===== config.mk =====
export PLATFORM = sky130hd
export DESIGN_NAME = game_pad_serial_responder_unit
export DESIGN_NICKNAME = d
export VERILOG_FILES = /design/src/hdl/gpsr_pkg.sv /design/src/hdl/game_pad_serial_responder_unit.sv
export SDC_FILE = /design/constraint.sdc
export NUM_CORES = 1
export LEC_CHECK = 0
export BUFFER_PORTS_ARGS = -buffer_cell sky130_fd_sc_hd__buf_2
export CAP_MARGIN = 10
export CELL_PAD_IN_SITES_DETAIL_PLACEMENT = 2
export CELL_PAD_IN_SITES_GLOBAL_PLACEMENT = 2
export CORE_MARGIN = 2
export CORE_UTILIZATION = 43
export CTS_CLUSTER_DIAMETER = 50
export CTS_CLUSTER_SIZE = 24
export DETAILED_ROUTE_END_ITERATION = 8
export HOLD_SLACK_MARGIN = 0.03
export PLACE_DENSITY = 0.88
export SLEW_MARGIN = 0
export SYNTH_ARGS = -nofsm -noshare
export SYNTH_HDL_FRONTEND = slang
export SYNTH_SLANG_ARGS = --single-unit

===== constraint.sdc =====
create_clock -name clock -period 17.07 [get_ports clock]
set_input_delay 0.8535 -clock clock [delete_from_list [all_inputs] [get_ports clock]]
set_output_delay 0.8535 -clock clock [all_outputs]
set_load 0.02 [all_outputs]

===== src/hdl/gpsr_pkg.sv =====
// Package for the game pad serial responder: codes, reply templates and shared types.
package gpsr_pkg;

   // Function codes carried in the request tuser.
   localparam logic FUNC_START = 1'b0;

   // Command bytes sent by the console as the first byte of an exchange.
   localparam logic [7:0] CMD_INIT_PRESSURE = 8'h40;
   localparam logic [7:0] CMD_QUERY_MASK    = 8'h41;
   localparam logic [7:0] CMD_POLL          = 8'h42;
   localparam logic [7:0] CMD_CONFIG        = 8'h43;
   localparam logic [7:0] CMD_SET_MODE      = 8'h44;
   localparam logic [7:0] CMD_STATUS        = 8'h45;
   localparam logic [7:0] CMD_QUERY_ACT     = 8'h46;
   localparam logic [7:0] CMD_QUERY_COMB    = 8'h47;
   localparam logic [7:0] CMD_QUERY_MODE    = 8'h4C;
   localparam logic [7:0] CMD_VIB_MAP       = 8'h4D;
   localparam logic [7:0] CMD_PRESSURE_EN   = 8'h4F;

   // Fixed reply bytes.
   localparam logic [7:0] REPLY_START   = 8'hFF;
   localparam logic [7:0] REPLY_ACK     = 8'hF3;
   localparam logic [7:0] REPLY_ID_BYTE = 8'h5A;
   localparam logic [7:0] ID_RESET      = 8'h73;
   localparam logic [7:0] ID_PRESSURE   = 8'h79;

   // Bytes of the reply buffer that templates and polls rewrite in one go.
   localparam int HEAD_BYTES = 8;
   // Largest value the byte index and the reply length can reach.
   localparam int INDEX_MAX = 31;

   // Reply bytes one to seven; byte zero is never shifted out.
   typedef logic [7:1][7:0] reply_head_type;

   // Input state captured for one port by a poll.
   typedef struct packed {
      logic [7:0]  left_y;
      logic [7:0]  left_x;
      logic [7:0]  right_y;
      logic [7:0]  right_x;
      logic [15:0] buttons;
   } latch_type;

   localparam latch_type LATCH_RESET = '{
      left_y: 8'h00, left_x: 8'h00, right_y: 8'h00, right_x: 8'h00, buttons: 16'hFFFF
   };

   function automatic logic [7:0] id_lookup(input logic pressure, input logic mode);
      logic [7:0] id;
      unique case ({pressure, mode})
         2'b00:   id = 8'h41;
         2'b01:   id = 8'h73;
         2'b10:   id = 8'h41;
         default: id = 8'h79;
      endcase
      return id;
   endfunction

   function automatic logic [7:0] slot5_lookup(input logic [1:0] sel);
      logic [7:0] val;
      unique case (sel)
         2'd0:    val = 8'h04;
         2'd1:    val = 8'h07;
         2'd2:    val = 8'h02;
         default: val = 8'h05;
      endcase
      return val;
   endfunction

   function automatic reply_head_type pack_head(
      input logic [7:0] b1, input logic [7:0] b2, input logic [7:0] b3,
      input logic [7:0] b4, input logic [7:0] b5, input logic [7:0] b6,
      input logic [7:0] b7);
      return {b7, b6, b5, b4, b3, b2, b1};
   endfunction

   function automatic reply_head_type template_head(input logic [7:0] cmd);
      reply_head_type t;
      unique case (cmd)
         CMD_INIT_PRESSURE: t = pack_head(8'h5a, 8'h00, 8'h00, 8'h02, 8'h00, 8'h00, 8'h5a);
         CMD_QUERY_MASK:    t = pack_head(8'h5a, 8'hff, 8'hff, 8'h03, 8'h00, 8'h00, 8'h5a);
         CMD_SET_MODE:      t = pack_head(8'h5a, 8'h00, 8'h00, 8'h00, 8'h00, 8'h00, 8'h00);
         CMD_STATUS:        t = pack_head(8'h5a, 8'h03, 8'h02, 8'h01, 8'h02, 8'h01, 8'h00);
         CMD_QUERY_ACT:     t = pack_head(8'h5a, 8'h00, 8'h00, 8'h01, 8'h02, 8'h00, 8'h0a);
         CMD_QUERY_COMB:    t = pack_head(8'h5a, 8'h00, 8'h00, 8'h02, 8'h00, 8'h01, 8'h00);
         CMD_QUERY_MODE:    t = pack_head(8'h5a, 8'h00, 8'h00, 8'h00, 8'h00, 8'h00, 8'h00);
         CMD_VIB_MAP:       t = pack_head(8'h5a, 8'hff, 8'hff, 8'hff, 8'hff, 8'hff, 8'hff);
         CMD_PRESSURE_EN:   t = pack_head(8'h5a, 8'h00, 8'h00, 8'h00, 8'h00, 8'h00, 8'h5a);
         default:           t = '0;
      endcase
      return t;
   endfunction

endpackage


===== src/hdl/game_pad_serial_responder_unit.sv =====
// Top level of the game pad serial responder.
// A reply word passes through the reply stage register and the output queue to rsp.
// Throughput: one request word per cycle while the reply queue has room; the reply tail
// memory and the per-port poll latch memory each take one read and one write per cycle,
// same-entry accesses forwarded. A three-word reply queue lets request words keep flowing
// while replies wait. Reset is synchronous; valid bits make unwritten entries read as
// their reset values, so there is no clearing pass.
module game_pad_serial_responder_unit import gpsr_pkg::*; #(
   parameter int REPLY_BYTES = 20,
   parameter int PORT_COUNT  = 2
) (
   input  logic        clock,
   input  logic        reset,
   input  logic        csr_wr_en,
   input  logic        csr_wr_data,  // analog_select
   input  logic        req_tvalid,
   output logic        req_tready,
   // port, data_byte, buttons, right_x, right_y, left_x, left_y, zero fill (low bit up)
   input  logic [63:0] req_tdata,
   input  logic        req_tuser,    // func
   output logic        rsp_tvalid,
   input  logic        rsp_tready,
   output logic [7:0]  rsp_tdata     // reply_byte
);

   localparam int PORT_AW    = (PORT_COUNT > 1) ? $clog2(PORT_COUNT) : 1;
   localparam int TAIL_DEPTH = (REPLY_BYTES > HEAD_BYTES) ? REPLY_BYTES - HEAD_BYTES : 1;
   localparam int TAIL_AW    = (TAIL_DEPTH > 1) ? $clog2(TAIL_DEPTH) : 1;
   localparam int LEN_CAP    = (REPLY_BYTES < INDEX_MAX) ? REPLY_BYTES : INDEX_MAX;
   localparam int OUT_DEPTH  = 3;
   localparam int OUT_AW     = $clog2(OUT_DEPTH);

   // Request fields
   logic        req_func;
   logic        req_port;
   logic [7:0]  req_data_byte;
   logic [15:0] req_buttons;
   logic [7:0]  req_right_x;
   logic [7:0]  req_right_y;
   logic [7:0]  req_left_x;
   logic [7:0]  req_left_y;
   logic        req_accept;

   // Control and per-port state
   logic                analog_select_ff;
   logic [PORT_AW-1:0]  active_port_ff, active_port_in;
   logic [4:0]          byte_index_ff, byte_index_in;
   logic [7:0]          command_ff, command_in;
   logic [4:0]          reply_length_ff, reply_length_in;
   reply_head_type      head_ff, head_in;
   logic [7:0]          pad_id_ff [PORT_COUNT];
   logic [7:0]          pad_id_in [PORT_COUNT];
   logic                analog_flag_ff [PORT_COUNT];
   logic                analog_flag_in [PORT_COUNT];
   logic                pressure_flag_ff [PORT_COUNT];
   logic                pressure_flag_in [PORT_COUNT];
   logic                stick_blank_ff [PORT_COUNT];
   logic                stick_blank_in [PORT_COUNT];
   logic [4:0]          slot0_ff [PORT_COUNT];
   logic [4:0]          slot0_in [PORT_COUNT];
   logic [4:0]          slot1_ff [PORT_COUNT];
   logic [4:0]          slot1_in [PORT_COUNT];

   // Poll latch memory, one entry per port
   latch_type           latch_mem [PORT_COUNT];
   logic [PORT_COUNT-1:0] latch_vld_ff;
   latch_type           latch_q_ff;
   latch_type           poll_data;
   logic                latch_we;
   logic [PORT_AW-1:0]  latch_rd_port;

   // Reply buffer tail memory, bytes from HEAD_BYTES upwards
   logic [7:0]            tail_mem [TAIL_DEPTH];
   logic [TAIL_DEPTH-1:0] tail_vld_ff;
   logic [7:0]            tail_q_ff;
   logic [TAIL_AW-1:0]    tail_addr;
   logic                  tail_we;
   logic [7:0]            tail_wdata;

   // Working values of the request stage
   logic [7:0]  ans_byte;
   logic        ans_tail;
   logic        handled;
   logic [4:0]  read_idx;
   logic [3:0]  half;
   logic [5:0]  len_raw;
   logic [7:0]  poll_id;
   logic [7:0]  put_val;

   // Reply stage and output queue
   logic               b_valid_ff;
   logic               b_tail_ff;
   logic [7:0]         b_byte_ff;
   logic [7:0]         b_result;
   logic [7:0]         out_fifo [OUT_DEPTH];
   logic [OUT_AW-1:0]  wr_ptr_ff, rd_ptr_ff;
   logic [OUT_AW:0]    count_ff;
   logic               push, pop;

   assign req_func      = req_tuser;
   assign req_port      = req_tdata[0];
   assign req_data_byte = req_tdata[8:1];
   assign req_buttons   = req_tdata[24:9];
   assign req_right_x   = req_tdata[32:25];
   assign req_right_y   = req_tdata[40:33];
   assign req_left_x    = req_tdata[48:41];
   assign req_left_y    = req_tdata[56:49];

   assign req_tready = (count_ff + {{OUT_AW{1'b0}}, b_valid_ff}) < (OUT_AW + 1)'(OUT_DEPTH);
   assign req_accept = req_tvalid && req_tready;

   assign tail_addr = TAIL_AW'(byte_index_ff - 5'(HEAD_BYTES));

   // Request stage: works out the reply word and the next state combinationally.
   always_comb begin
      active_port_in   = active_port_ff;
      byte_index_in    = byte_index_ff;
      command_in       = command_ff;
      reply_length_in  = reply_length_ff;
      head_in          = head_ff;
      pad_id_in        = pad_id_ff;
      analog_flag_in   = analog_flag_ff;
      pressure_flag_in = pressure_flag_ff;
      stick_blank_in   = stick_blank_ff;
      slot0_in         = slot0_ff;
      slot1_in         = slot1_ff;
      latch_we         = 1'b0;
      poll_data        = latch_q_ff;
      tail_we          = 1'b0;
      tail_wdata       = '0;
      ans_byte         = '0;
      ans_tail         = 1'b0;
      handled          = 1'b0;
      read_idx         = byte_index_ff;
      half             = 4'((byte_index_ff - 5'd1) >> 1);
      len_raw          = '0;
      poll_id          = '0;
      put_val          = '0;

      if (req_func == FUNC_START) begin
         active_port_in = (PORT_COUNT > 1) ? PORT_AW'(req_port) : '0;
         byte_index_in  = '0;
         ans_byte       = REPLY_START;
      end else begin
         if (byte_index_ff == '0) begin
            byte_index_in = 5'd1;
            command_in    = req_data_byte;
            read_idx      = 5'd1;
            handled       = 1'b1;
            unique case (req_data_byte)
               CMD_INIT_PRESSURE, CMD_QUERY_MASK, CMD_SET_MODE, CMD_QUERY_ACT,
               CMD_QUERY_COMB, CMD_QUERY_MODE, CMD_VIB_MAP: begin
                  head_in         = template_head(req_data_byte);
                  reply_length_in = 5'(HEAD_BYTES);
                  ans_byte        = REPLY_ACK;
               end
               CMD_STATUS: begin
                  head_in         = template_head(req_data_byte);
                  head_in[4]      = {7'b0, analog_flag_ff[active_port_ff]};
                  reply_length_in = 5'(HEAD_BYTES);
                  ans_byte        = REPLY_ACK;
               end
               CMD_PRESSURE_EN: begin
                  pad_id_in[active_port_ff]        = ID_PRESSURE;
                  pressure_flag_in[active_port_ff] = 1'b1;
                  head_in                          = template_head(req_data_byte);
                  reply_length_in                  = 5'(HEAD_BYTES);
                  ans_byte                         = REPLY_ACK;
               end
               CMD_POLL, CMD_CONFIG: begin
                  if (req_data_byte == CMD_POLL) begin
                     // A poll forces the mode of every port and drops the motor map.
                     for (int q = 0; q < PORT_COUNT; q++) begin
                        analog_flag_in[q] = analog_select_ff;
                        slot0_in[q]       = '0;
                        slot1_in[q]       = '0;
                        pad_id_in[q]      = id_lookup(pressure_flag_ff[q], analog_select_ff);
                     end
                     latch_we          = 1'b1;
                     poll_data.buttons = {req_buttons[7:0], req_buttons[15:8]};
                     poll_data.right_x = req_right_x;
                     poll_data.right_y = req_right_y;
                     poll_data.left_x  = req_left_x;
                     poll_data.left_y  = req_left_y;
                  end
                  poll_id = pad_id_in[active_port_ff];
                  len_raw = 6'd2 + {1'b0, poll_id[3:0], 1'b0};
                  reply_length_in = (len_raw > 6'(LEN_CAP)) ? 5'(LEN_CAP) : len_raw[4:0];
                  head_in[1] = REPLY_ID_BYTE;
                  head_in[2] = poll_data.buttons[15:8];
                  head_in[3] = poll_data.buttons[7:0];
                  if (req_data_byte == CMD_CONFIG && stick_blank_ff[active_port_ff]) begin
                     head_in[4] = '0;
                     head_in[5] = '0;
                     head_in[6] = '0;
                     head_in[7] = '0;
                     ans_byte   = REPLY_ACK;
                  end else begin
                     head_in[4] = poll_data.right_x;
                     head_in[5] = poll_data.right_y;
                     head_in[6] = poll_data.left_x;
                     head_in[7] = poll_data.left_y;
                     ans_byte   = poll_id;
                  end
               end
               default: begin
                  handled = 1'b0;
               end
            endcase
         end

         if (!handled) begin
            if (byte_index_ff != '0) begin
               unique case (command_ff)
                  CMD_CONFIG: begin
                     if (byte_index_ff == 5'd2) begin
                        stick_blank_in[active_port_ff] = (req_data_byte != 8'h00);
                     end
                  end
                  CMD_SET_MODE: begin
                     if (byte_index_ff == 5'd2) begin
                        analog_flag_in[active_port_ff] = req_data_byte[0];
                        slot0_in[active_port_ff]       = '0;
                        slot1_in[active_port_ff]       = '0;
                        pad_id_in[active_port_ff]      =
                           id_lookup(pressure_flag_ff[active_port_ff], req_data_byte[0]);
                     end
                  end
                  CMD_QUERY_ACT: begin
                     if (byte_index_ff == 5'd2) begin
                        if (req_data_byte == 8'h00) begin
                           head_in[5] = 8'h02;
                           head_in[6] = 8'h00;
                           head_in[7] = 8'h0a;
                        end else if (req_data_byte == 8'h01) begin
                           head_in[5] = 8'h01;
                           head_in[6] = 8'h01;
                           head_in[7] = 8'h14;
                        end
                     end
                  end
                  CMD_QUERY_MODE: begin
                     if (byte_index_ff == 5'd2) begin
                        head_in[5] = slot5_lookup(req_data_byte[1:0]);
                     end
                  end
                  CMD_VIB_MAP: begin
                     if (byte_index_ff >= 5'd2) begin
                        // The byte mapped to the second motor wins when both slots match.
                        if (byte_index_ff == slot0_ff[active_port_ff] ||
                            byte_index_ff == slot1_ff[active_port_ff]) begin
                           put_val = (byte_index_ff == slot1_ff[active_port_ff]) ? 8'h01 : 8'h00;
                           if (byte_index_ff < 5'(HEAD_BYTES)) begin
                              head_in[byte_index_ff[2:0]] = put_val;
                           end else if ({1'b0, byte_index_ff} < 6'(REPLY_BYTES)) begin
                              tail_we    = 1'b1;
                              tail_wdata = put_val;
                           end
                        end
                        if (req_data_byte == 8'h00 || req_data_byte == 8'h01) begin
                           if (req_data_byte == 8'h00) begin
                              slot0_in[active_port_ff] = byte_index_ff;
                           end else begin
                              slot1_in[active_port_ff] = byte_index_ff;
                           end
                           if (pad_id_ff[active_port_ff][3:0] < half) begin
                              pad_id_in[active_port_ff] = {pad_id_ff[active_port_ff][7:4], half};
                           end
                        end
                     end
                  end
                  default: begin
                  end
               endcase
            end

            if (byte_index_ff >= reply_length_ff) begin
               ans_byte = '0;
            end else begin
               if (read_idx < 5'(HEAD_BYTES)) begin
                  ans_byte = head_in[read_idx[2:0]];
               end else if ({1'b0, read_idx} < 6'(REPLY_BYTES)) begin
                  ans_tail = 1'b1;
               end else begin
                  ans_byte = '0;
               end
               if (read_idx < 5'(INDEX_MAX)) begin
                  byte_index_in = read_idx + 5'd1;
               end
            end
         end
      end
   end

   always_ff @(posedge clock) begin
      if (reset) begin
         analog_select_ff <= 1'b1;
      end else if (csr_wr_en) begin
         analog_select_ff <= csr_wr_data;
      end
   end

   always_ff @(posedge clock) begin
      if (reset) begin
         active_port_ff   <= '0;
         byte_index_ff    <= '0;
         command_ff       <= '0;
         reply_length_ff  <= '0;
         pad_id_ff        <= '{default: ID_RESET};
         analog_flag_ff   <= '{default: 1'b1};
         pressure_flag_ff <= '{default: 1'b0};
         stick_blank_ff   <= '{default: 1'b0};
         slot0_ff         <= '{default: 5'd0};
         slot1_ff         <= '{default: 5'd0};
      end else if (req_accept) begin
         active_port_ff   <= active_port_in;
         byte_index_ff    <= byte_index_in;
         command_ff       <= command_in;
         reply_length_ff  <= reply_length_in;
         pad_id_ff        <= pad_id_in;
         analog_flag_ff   <= analog_flag_in;
         pressure_flag_ff <= pressure_flag_in;
         stick_blank_ff   <= stick_blank_in;
         slot0_ff         <= slot0_in;
         slot1_ff         <= slot1_in;
      end
   end

   // Head bytes are always fully loaded before the reply length lets them be read.
   always_ff @(posedge clock) begin
      if (req_accept) begin
         head_ff <= head_in;
      end
   end

   // The latch read register always holds the entry of the active port.
   assign latch_rd_port = req_accept ? active_port_in : active_port_ff;

   always_ff @(posedge clock) begin
      if (req_accept && latch_we) begin
         latch_mem[active_port_ff] <= poll_data;
      end
   end

   always_ff @(posedge clock) begin
      if (reset) begin
         latch_vld_ff <= '0;
         latch_q_ff   <= LATCH_RESET;
      end else begin
         if (req_accept && latch_we) begin
            latch_vld_ff[active_port_ff] <= 1'b1;
         end
         if (req_accept && latch_we && latch_rd_port == active_port_ff) begin
            latch_q_ff <= poll_data;
         end else if (latch_vld_ff[latch_rd_port]) begin
            latch_q_ff <= latch_mem[latch_rd_port];
         end else begin
            latch_q_ff <= LATCH_RESET;
         end
      end
   end

   // Tail memory: a byte written by this word is forwarded to its own read.
   always_ff @(posedge clock) begin
      if (req_accept && tail_we) begin
         tail_mem[tail_addr] <= tail_wdata;
      end
      if (req_accept && ans_tail) begin
         if (tail_we) begin
            tail_q_ff <= tail_wdata;
         end else if (tail_vld_ff[tail_addr]) begin
            tail_q_ff <= tail_mem[tail_addr];
         end else begin
            tail_q_ff <= '0;
         end
      end
   end

   always_ff @(posedge clock) begin
      if (reset) begin
         tail_vld_ff <= '0;
      end else if (req_accept && tail_we) begin
         tail_vld_ff[tail_addr] <= 1'b1;
      end
   end

   // Reply stage
   always_ff @(posedge clock) begin
      if (reset) begin
         b_valid_ff <= 1'b0;
      end else begin
         b_valid_ff <= req_accept;
      end
   end

   always_ff @(posedge clock) begin
      if (req_accept) begin
         b_byte_ff <= ans_byte;
         b_tail_ff <= ans_tail;
      end
   end

   assign b_result = b_tail_ff ? tail_q_ff : b_byte_ff;

   // Output queue; admission control above guarantees room for every pushed word.
   assign push       = b_valid_ff;
   assign pop        = rsp_tvalid && rsp_tready;
   assign rsp_tvalid = (count_ff != '0);
   assign rsp_tdata  = out_fifo[rd_ptr_ff];

   always_ff @(posedge clock) begin
      if (push) begin
         out_fifo[wr_ptr_ff] <= b_result;
      end
   end

   always_ff @(posedge clock) begin
      if (reset) begin
         wr_ptr_ff <= '0;
         rd_ptr_ff <= '0;
         count_ff  <= '0;
      end else begin
         if (push) begin
            wr_ptr_ff <= (wr_ptr_ff == OUT_AW'(OUT_DEPTH - 1)) ? '0 : wr_ptr_ff + 1'b1;
         end
         if (pop) begin
            rd_ptr_ff <= (rd_ptr_ff == OUT_AW'(OUT_DEPTH - 1)) ? '0 : rd_ptr_ff + 1'b1;
         end
         unique case ({push, pop})
            2'b10:   count_ff <= count_ff + 1'b1;
            2'b01:   count_ff <= count_ff - 1'b1;
            default: count_ff <= count_ff;
         endcase
      end
   end

endmodule


# ---- Word level (Yosys, flattened, before mapping)
# Memory sizes are Yosys's and may differ from the RTL's. A register that Yosys moved wholly into a read port is not among the register bits.
# Cells that the tools add are included.
dict set report totals {
  elab_cells 335
  memories 3
  mem_bits_rw 132
  register_bits 205
  input_bits 71
}
dict set report op_classes {
  addsub 9
  n_eq_ne 33
  muxes 184
  n_reduce_logical 37
  magnitude_cmp 20
  n_bitwise 11
}
# memory words word_bits read_ports rd_clocked_by_memory_dff write_ports line
set mem_list {}
lappend mem_list {latch_mem 2 48 1 0 1 game_pad_serial_responder_unit.sv:65} ;# latch_type latch_mem [PORT_COUNT];
lappend mem_list {out_fifo 3 8 1 1 1 game_pad_serial_responder_unit.sv:95} ;# logic [7:0] out_fifo [OUT_DEPTH];
lappend mem_list {tail_mem 12 1 1 0 1 game_pad_serial_responder_unit.sv:73} ;# logic [7:0] tail_mem [TAIL_DEPTH];
# op n
set op_table {}
lappend op_table {{56-bit 2-to-1 mux} 9}
lappend op_table {{56-bit one-hot mux with 6 select lines} 1}
lappend op_table {{48-bit 2-to-1 mux} 6}
lappend op_table {{56-bit one-hot mux with 4 select lines} 1}
lappend op_table {{10-bit 2-to-1 mux} 20}
lappend op_table {{16-bit 2-to-1 mux} 12}
lappend op_table {{8-bit 2-to-1 mux} 24}
lappend op_table {{8-bit by 7-bit equality test with 1-bit output (second input constant)} 16}
lappend op_table {{16-bit one-hot mux with 2 select lines} 3}
lappend op_table {{24-bit 2-to-1 mux} 3}
lappend op_table {{5-bit 2-to-1 mux} 14}
lappend op_table {{32-bit 2-to-1 mux} 2}
lappend op_table {{56-bit bitwise mux} 1}
lappend op_table {{1-bit 2-to-1 mux} 52}
lappend op_table {{10-bit one-hot mux with 2 select lines} 2}
lappend op_table {{6-bit one-hot mux with 2 select lines} 3}
lappend op_table {{16-bit bitwise mux} 2}
lappend op_table {{8-bit binary-select mux with 3-bit select} 1}
lappend op_table {{8-bit demux with 3-bit select} 1}
lappend op_table {{2-bit 2-to-1 mux} 12}
lappend op_table {{8-bit one-hot mux with 3 select lines} 1}
lappend op_table {{10-bit bitwise AND} 2}
lappend op_table {{10-bit bitwise mux} 2}
lappend op_table {{8-bit one-hot mux with 2 select lines} 1}
lappend op_table {{63 further kinds} 103}

# ---- Longest topological paths before layout
dict set report depth {
  ltp_word 22
  depth_mapped 15
}

# ---- Worst setup path before layout
# OpenSTA, ideal clock, no wires.
dict set report synth_path {
  path_kind {input-to-reg}
  startpoint {in req_tdata[1]}
  endpoint {mem latch_mem[0][0] in the netlist's numbering, enable pin}
  cell_stages 9
  setup_time_ns 0.515
  path_slack_ns 10.833
  t_arrival_ns 5.722
  path_cell_list {clkbuf_1 inv_1 ha_1 nor3b_1 and2_1 buf_2 nand2_1 clkbuf_1 nor3_1}
}
dict set report synth_via {
  elab_chain_len 8
  word_cells_on_any_way 10
  cone_classes {eq/ne: 2; mux: 6; reduce/logical: 2}
}
# item line
set synth_lines {}
lappend synth_lines {{start, declared} game_pad_serial_responder_unit.sv:19} ;# input logic [63:0] req_tdata,
lappend synth_lines {{8-bit by 7-bit equality test with 1-bit output (on tied branches)} {game_pad_serial_responder_unit.sv:150, game_pad_serial_responder_unit.sv:171}}
lappend synth_lines {{1-bit 2-to-1 mux or 2-bit OR reduction (tied branches)} {game_pad_serial_responder_unit.sv:171, game_pad_serial_responder_unit.sv:150}}
lappend synth_lines {{1-bit 2-to-1 mux (*)} game_pad_serial_responder_unit.sv:150} ;# unique case (req_data_byte)
lappend synth_lines {{1-bit 2-to-1 mux (*)} game_pad_serial_responder_unit.sv:145} ;# if (byte_index_ff == '0) begin
lappend synth_lines {{1-bit 2-to-1 mux (*)} game_pad_serial_responder_unit.sv:140} ;# if (req_func == FUNC_START) begin
lappend synth_lines {{1-bit logical AND (*)} game_pad_serial_responder_unit.sv:340} ;# if (req_accept && latch_we) begin
lappend synth_lines {{1-bit 2-to-1 mux (*)} game_pad_serial_responder_unit.sv:340}
lappend synth_lines {{1-bit 2-to-1 mux (implied by the code) (*)} game_pad_serial_responder_unit.sv:341} ;# latch_mem[active_port_ff] <= poll_data;
lappend synth_lines {{end, declared} game_pad_serial_responder_unit.sv:65}
# Mark *: on every way between the ends. The rest lies on a longest branch, timed or not.

# ---- Final worst setup path
dict set report layout_path {
  startpoint {reg byte_index_ff[1]}
  endpoint {reg b_byte_ff[1] (data pin)}
}
dict set report layout_via {
  elab_chain_len 17
  word_cells_on_any_way 43
  cone_classes {order compare: 7; eq/ne: 3; mux: 29; reduce/logical: 4}
}
# item line
set layout_lines {}
lappend layout_lines {{start, declared} game_pad_serial_responder_unit.sv:47} ;# logic [4:0] byte_index_ff, byte_index_in;
lappend layout_lines {{start signal, assigned} game_pad_serial_responder_unit.sv:317} ;# byte_index_ff <= byte_index_in;
lappend layout_lines {{3-bit by 4-bit less-than comparator with 1-bit output (implied by the code) or 3-bit by 1-bit >= comparator with 1-bit output (tied branches)} game_pad_serial_responder_unit.sv:254} ;# head_in[byte_index_ff[2:0]] = put_val;
lappend layout_lines {{1-bit logical AND (implied by the code)} game_pad_serial_responder_unit.sv:254}
lappend layout_lines {{8-bit 2-to-1 mux (implied by the code)} game_pad_serial_responder_unit.sv:254}
lappend layout_lines {{8-bit demux with 3-bit select} game_pad_serial_responder_unit.sv:254}
lappend layout_lines {{56-bit bitwise mux} game_pad_serial_responder_unit.sv:254}
lappend layout_lines {{56-bit 2-to-1 mux} game_pad_serial_responder_unit.sv:253} ;# if (byte_index_ff < 5'(HEAD_BYTES)) begin
lappend layout_lines {{56-bit 2-to-1 mux} game_pad_serial_responder_unit.sv:250} ;# if (byte_index_ff == slot0_ff[active_port_ff] ||
lappend layout_lines {{56-bit 2-to-1 mux} game_pad_serial_responder_unit.sv:248} ;# if (byte_index_ff >= 5'd2) begin
lappend layout_lines {{8-bit one-hot mux with 3 select lines, or another cell as far along} game_pad_serial_responder_unit.sv:214} ;# unique case (command_ff)
lappend layout_lines {{56-bit 2-to-1 mux} game_pad_serial_responder_unit.sv:213} ;# if (byte_index_ff != '0) begin
lappend layout_lines {{56-bit 2-to-1 mux} game_pad_serial_responder_unit.sv:212} ;# if (!handled) begin
lappend layout_lines {{56-bit 2-to-1 mux} game_pad_serial_responder_unit.sv:140}
lappend layout_lines {{8-bit binary-select mux with 3-bit select} game_pad_serial_responder_unit.sv:281} ;# ans_byte = head_in[read_idx[2:0]];
lappend layout_lines {{8-bit 2-to-1 mux (implied by the code)} game_pad_serial_responder_unit.sv:281}
lappend layout_lines {{8-bit 2-to-1 mux} game_pad_serial_responder_unit.sv:280} ;# if (read_idx < 5'(HEAD_BYTES)) begin
lappend layout_lines {{8-bit 2-to-1 mux} game_pad_serial_responder_unit.sv:277} ;# if (byte_index_ff >= reply_length_ff) begin
lappend layout_lines {{8-bit 2-to-1 mux (*)} game_pad_serial_responder_unit.sv:212}
lappend layout_lines {{end signal, assigned} game_pad_serial_responder_unit.sv:398} ;# b_byte_ff <= ans_byte;
lappend layout_lines {{end, declared} game_pad_serial_responder_unit.sv:93} ;# logic [7:0] b_byte_ff;
# Mark *: on every way between the ends. The rest lies on a longest branch, timed or not. The select of a mux whose other input is x is not followed.
# A chain may end at the register's enable or synchronous reset.

==> impl_metrics.yaml <==
status:
  outcome: "complete, no violations"
critical_path:
  slowest_stage: "ha_1"
  end_kind: "register"
  regToRegSetupSlack_ns: 11.52
  regToRegEndpoint: "b_byte_ff[1]$_SDFFCE_PN1P_"
  endpoint: "b_byte_ff[1]$_SDFFCE_PN1P_"
  critPathKind: "register to register"
  critPathMaxFanout: 64
  cp_cell_sequence: "clkinv_1, ha_1, or4b_1, buf_4, nor2_2, and2_2, buf_4, nor2_1, nand2_1, nor3_1, nand3_1, o211ai_1"
  worstPathArrival_ns: 5.87
  crit_path_start_kind: "register"
  rr_startpoint: "byte_index_ff[1]$_SDFFE_PP0P_"
  reg2regPathDepth: 12
  path_depth: 12
  cp.required_ns: 17.39
  cpPeakStageDelay_ns: 0.69
  critPathTopFamily: "simple AND/OR/NAND/NOR gates"
  crit_start: "byte_index_ff[1]$_SDFFE_PP0P_"
  critPathBufInv: 3
  crit_top_cell: "buf_4"
route:
  wl_met2_um: 34420
  wirelength_um: 69840
  wl_met1_um: 27140
  highest_layer: "met5"
  ant_nets: 0
  drt-pass1-iter-count: 5
  drc: 0
  num_vias: 15500
  wl_per_cell_um: 29.75
  route.met3.wl_um: 4900
  vias_per_cell: 6.599
  drt_iter0_markers: 1251
grt:
  grt_max_degree: 82
  grt_overflow: 0
  grt_first_pass_wirelength_um: 107000
  grt_pass1_vias: 16950
  grt_use_total: 0.3365
  antenna_found_initial: 4
place:
  post-place-ws_ns: 11.79
  place_congestion: 0.8982
  dp_hpwl_um: 44420
  port-buffer-count: 73
  dp_cells: 2271
timing:
  rsz0062_at_grt: "no"
  worst_slack_ns: 11.52
  slew-limit-headroom: 0.1787
  finalSetupTns_ns: 0
  fin_crit_sh: 0.3250
  finalHoldViolCount: 0
  fin_crit_ns: 5.548
  slew_viol_final: 0
  skew_ns: 0.05317
  max_freq_mhz: 180.3
  worst_pin_slew_ns: 1.229
  hold_ws_ns: 0.4595
  finalSetupViolCount: 0
die:
  dieArea_um2: 41740
  ios: 81
  die_y_um: 204.3
  die_w_um: 204.3
  initial_core_util: 0.4352
  rows: 73
  coreArea_um2: 39640
hold_path:
  hold_class: "register to register"
synth:
  synth_edf_count: 198
  yosysTopAreaCellShare: 0.3446
  yosys_register_bits: 331
  syn_nets: 1859
  synth.area.top_cells: "edfxtp_1 34%, dfxtp_1 15%, a21oi_1 4.6%, nand2_1 4.4%, mux2_2 3.9%"
  syn_avg_cell_area_um2: 9.780
  yosysWarnings: 0
  synth-async-reset-ratio: 0
  syn_inst: 1764
  synth_ff_type: "edfxtp_1"
  ys_top_cells_by_count: "202 x nand2_1, 198 x edfxtp_1, 176 x nor2_1"
  netlist_area_um2: 17250
  seq_area_frac_synth: 0.4989
  synth_cell_types: 90
  synth_area_leader_cell: "edfxtp_1"
  yosys.cell_count.top_type: "nand2_1"
power_and_ir_drop:
  p_per_area_nw_per_um2: 109.8
  cellLeakagePower_nw: 6.560
  ir_drop_mv: 0.08813
layout:
  seq_area_um2: 8610
  fillers: 4091
  final_layout_size_suffix_gt1_frac: 0.1560
  multi_input_area_um2: 8056
  fin_cells: 2348
  final_nets: 1883
  area_delta_synth_final_pct: 12.81
  post-route-util: 0.4910
run:
  cap_viol_max_count: 0
cts:
  clk_pin_slew_ns: 0.07
  cts_resized: 0
  clockRootBuffer: "clkbuf_16"
  cts_buffers: 40
  cts_setup_buffers: 0
  cts_tree: "done"
  cts_hold_buffers: 0
  clk_latency_ns: 0.60
  cts_sinks: 331
  cts.path.max_buffers: 3
  h-tree-depth: 2
-- cell families after synthesis --
| family | count (synthesis) | synth area share |
|---|---|---|
| buffers and inverters | 152 | 0.03728 |
| AO/OA/AOI/OAI | 463 | 0.1744 |
| multiplexers | 130 | 0.08289 |
| AND/OR/NAND/NOR | 646 | 0.1795 |
| flip-flops | 331 | 0.4989 |
| XOR/XNOR | 18 | 0.009138 |
| adder cells (fa/ha/maj) | 24 | 0.01784 |
-- cell type report --
type	count	area share
sequential	331	0.4424
inverter	33	0.006429
clock inverter	28	0.01646
multi-input combinational	1281	0.4140
antenna	3	0.0003857
timing repair buffer	101	0.02970
tap	525	0.03375
clock buffer	46	0.05696
-- cells in the final DEF, fill, tap and decap left out, types with 40 or more instances in the layout --
cell type	netlist	final
nand2_1	202	201
edfxtp_1	198	198
nor2_1	176	175
a21oi_1	160	160
dfxtp_1	133	132
o21ai_0	78	78
nor3_1	80	75
buf_2	25	72
mux2i_1	65	64
mux2_2	60	60
clkbuf_16	0	44
nand3_1	40	40
-- per-layer routing --
metal	up-vias	track usage
met2	740	0.5754
met4	2	0.1664
met3	230	0.05804
li1	6633	-
met1	7890	0.4094
met5	-	0
-- worst reg2reg max path, cell delays in order, from the launching register on --
cell and delay (ns):
dfxtp_1 0.34, clkinv_1 0.51, ha_1 0.69, or4b_1 0.68, buf_4 0.31, nor2_2 0.10
and2_2 0.22, buf_4 0.36, nor2_1 0.55, nand2_1 0.21, nor3_1 0.61, nand3_1 0.25
o211ai_1 0.47
-- where the power goes --
part,total [mW],internal (mW),switching [mW]
combinational,0.284,0.0845,0.199
clock,0.938,0.530,0.408
sequential,0.916,0.890,0.0263
-- stage by stage --
stage	cell area (µm²)	total power, mW
after floorplan	17250	1.097
after global placement	18010	1.177
after detailed placement	18010	1.201
after CTS	19440	2.140
after global routing	19460	2.193
final	19460	2.137
-- flip-flops by register name, summed over array words and instances, names as in the netlist, 10 cells and up, named ones only --
register,flops
latch_mem,96
tail_vld_ff,12
head_ff,56
slot0_ff,10
pad_id_ff,16
tail_mem,12
latch_q_ff,48
out_fifo,24
slot1_ff,10
-- how the worst min path moves through the flow --
stage / startpoint / to / cells past startpoint
2_1_floorplan: pad_id_ff[14]$_SDFFE_PP1P_ / pad_id_ff[14]$_SDFFE_PP1P_ / 1
3_3_place_gp: pad_id_ff[14]$_SDFFE_PP1P_ / pad_id_ff[14]$_SDFFE_PP1P_ / 1
3_5_place_dp: pad_id_ff[7]$_SDFFE_PP0P_ / pad_id_ff[7]$_SDFFE_PP0P_ / 2
4_1_cts: pad_id_ff[7]$_SDFFE_PP0P_ / pad_id_ff[7]$_SDFFE_PP0P_ / 2
5_1_grt: reply_length_ff[2]$_SDFFE_PP0P_ / reply_length_ff[2]$_SDFFE_PP0P_ / 2
6_report: pad_id_ff[7]$_SDFFE_PP0P_ / pad_id_ff[7]$_SDFFE_PP0P_ / 2
No activity file was read; power rests on OpenSTA's default activity.
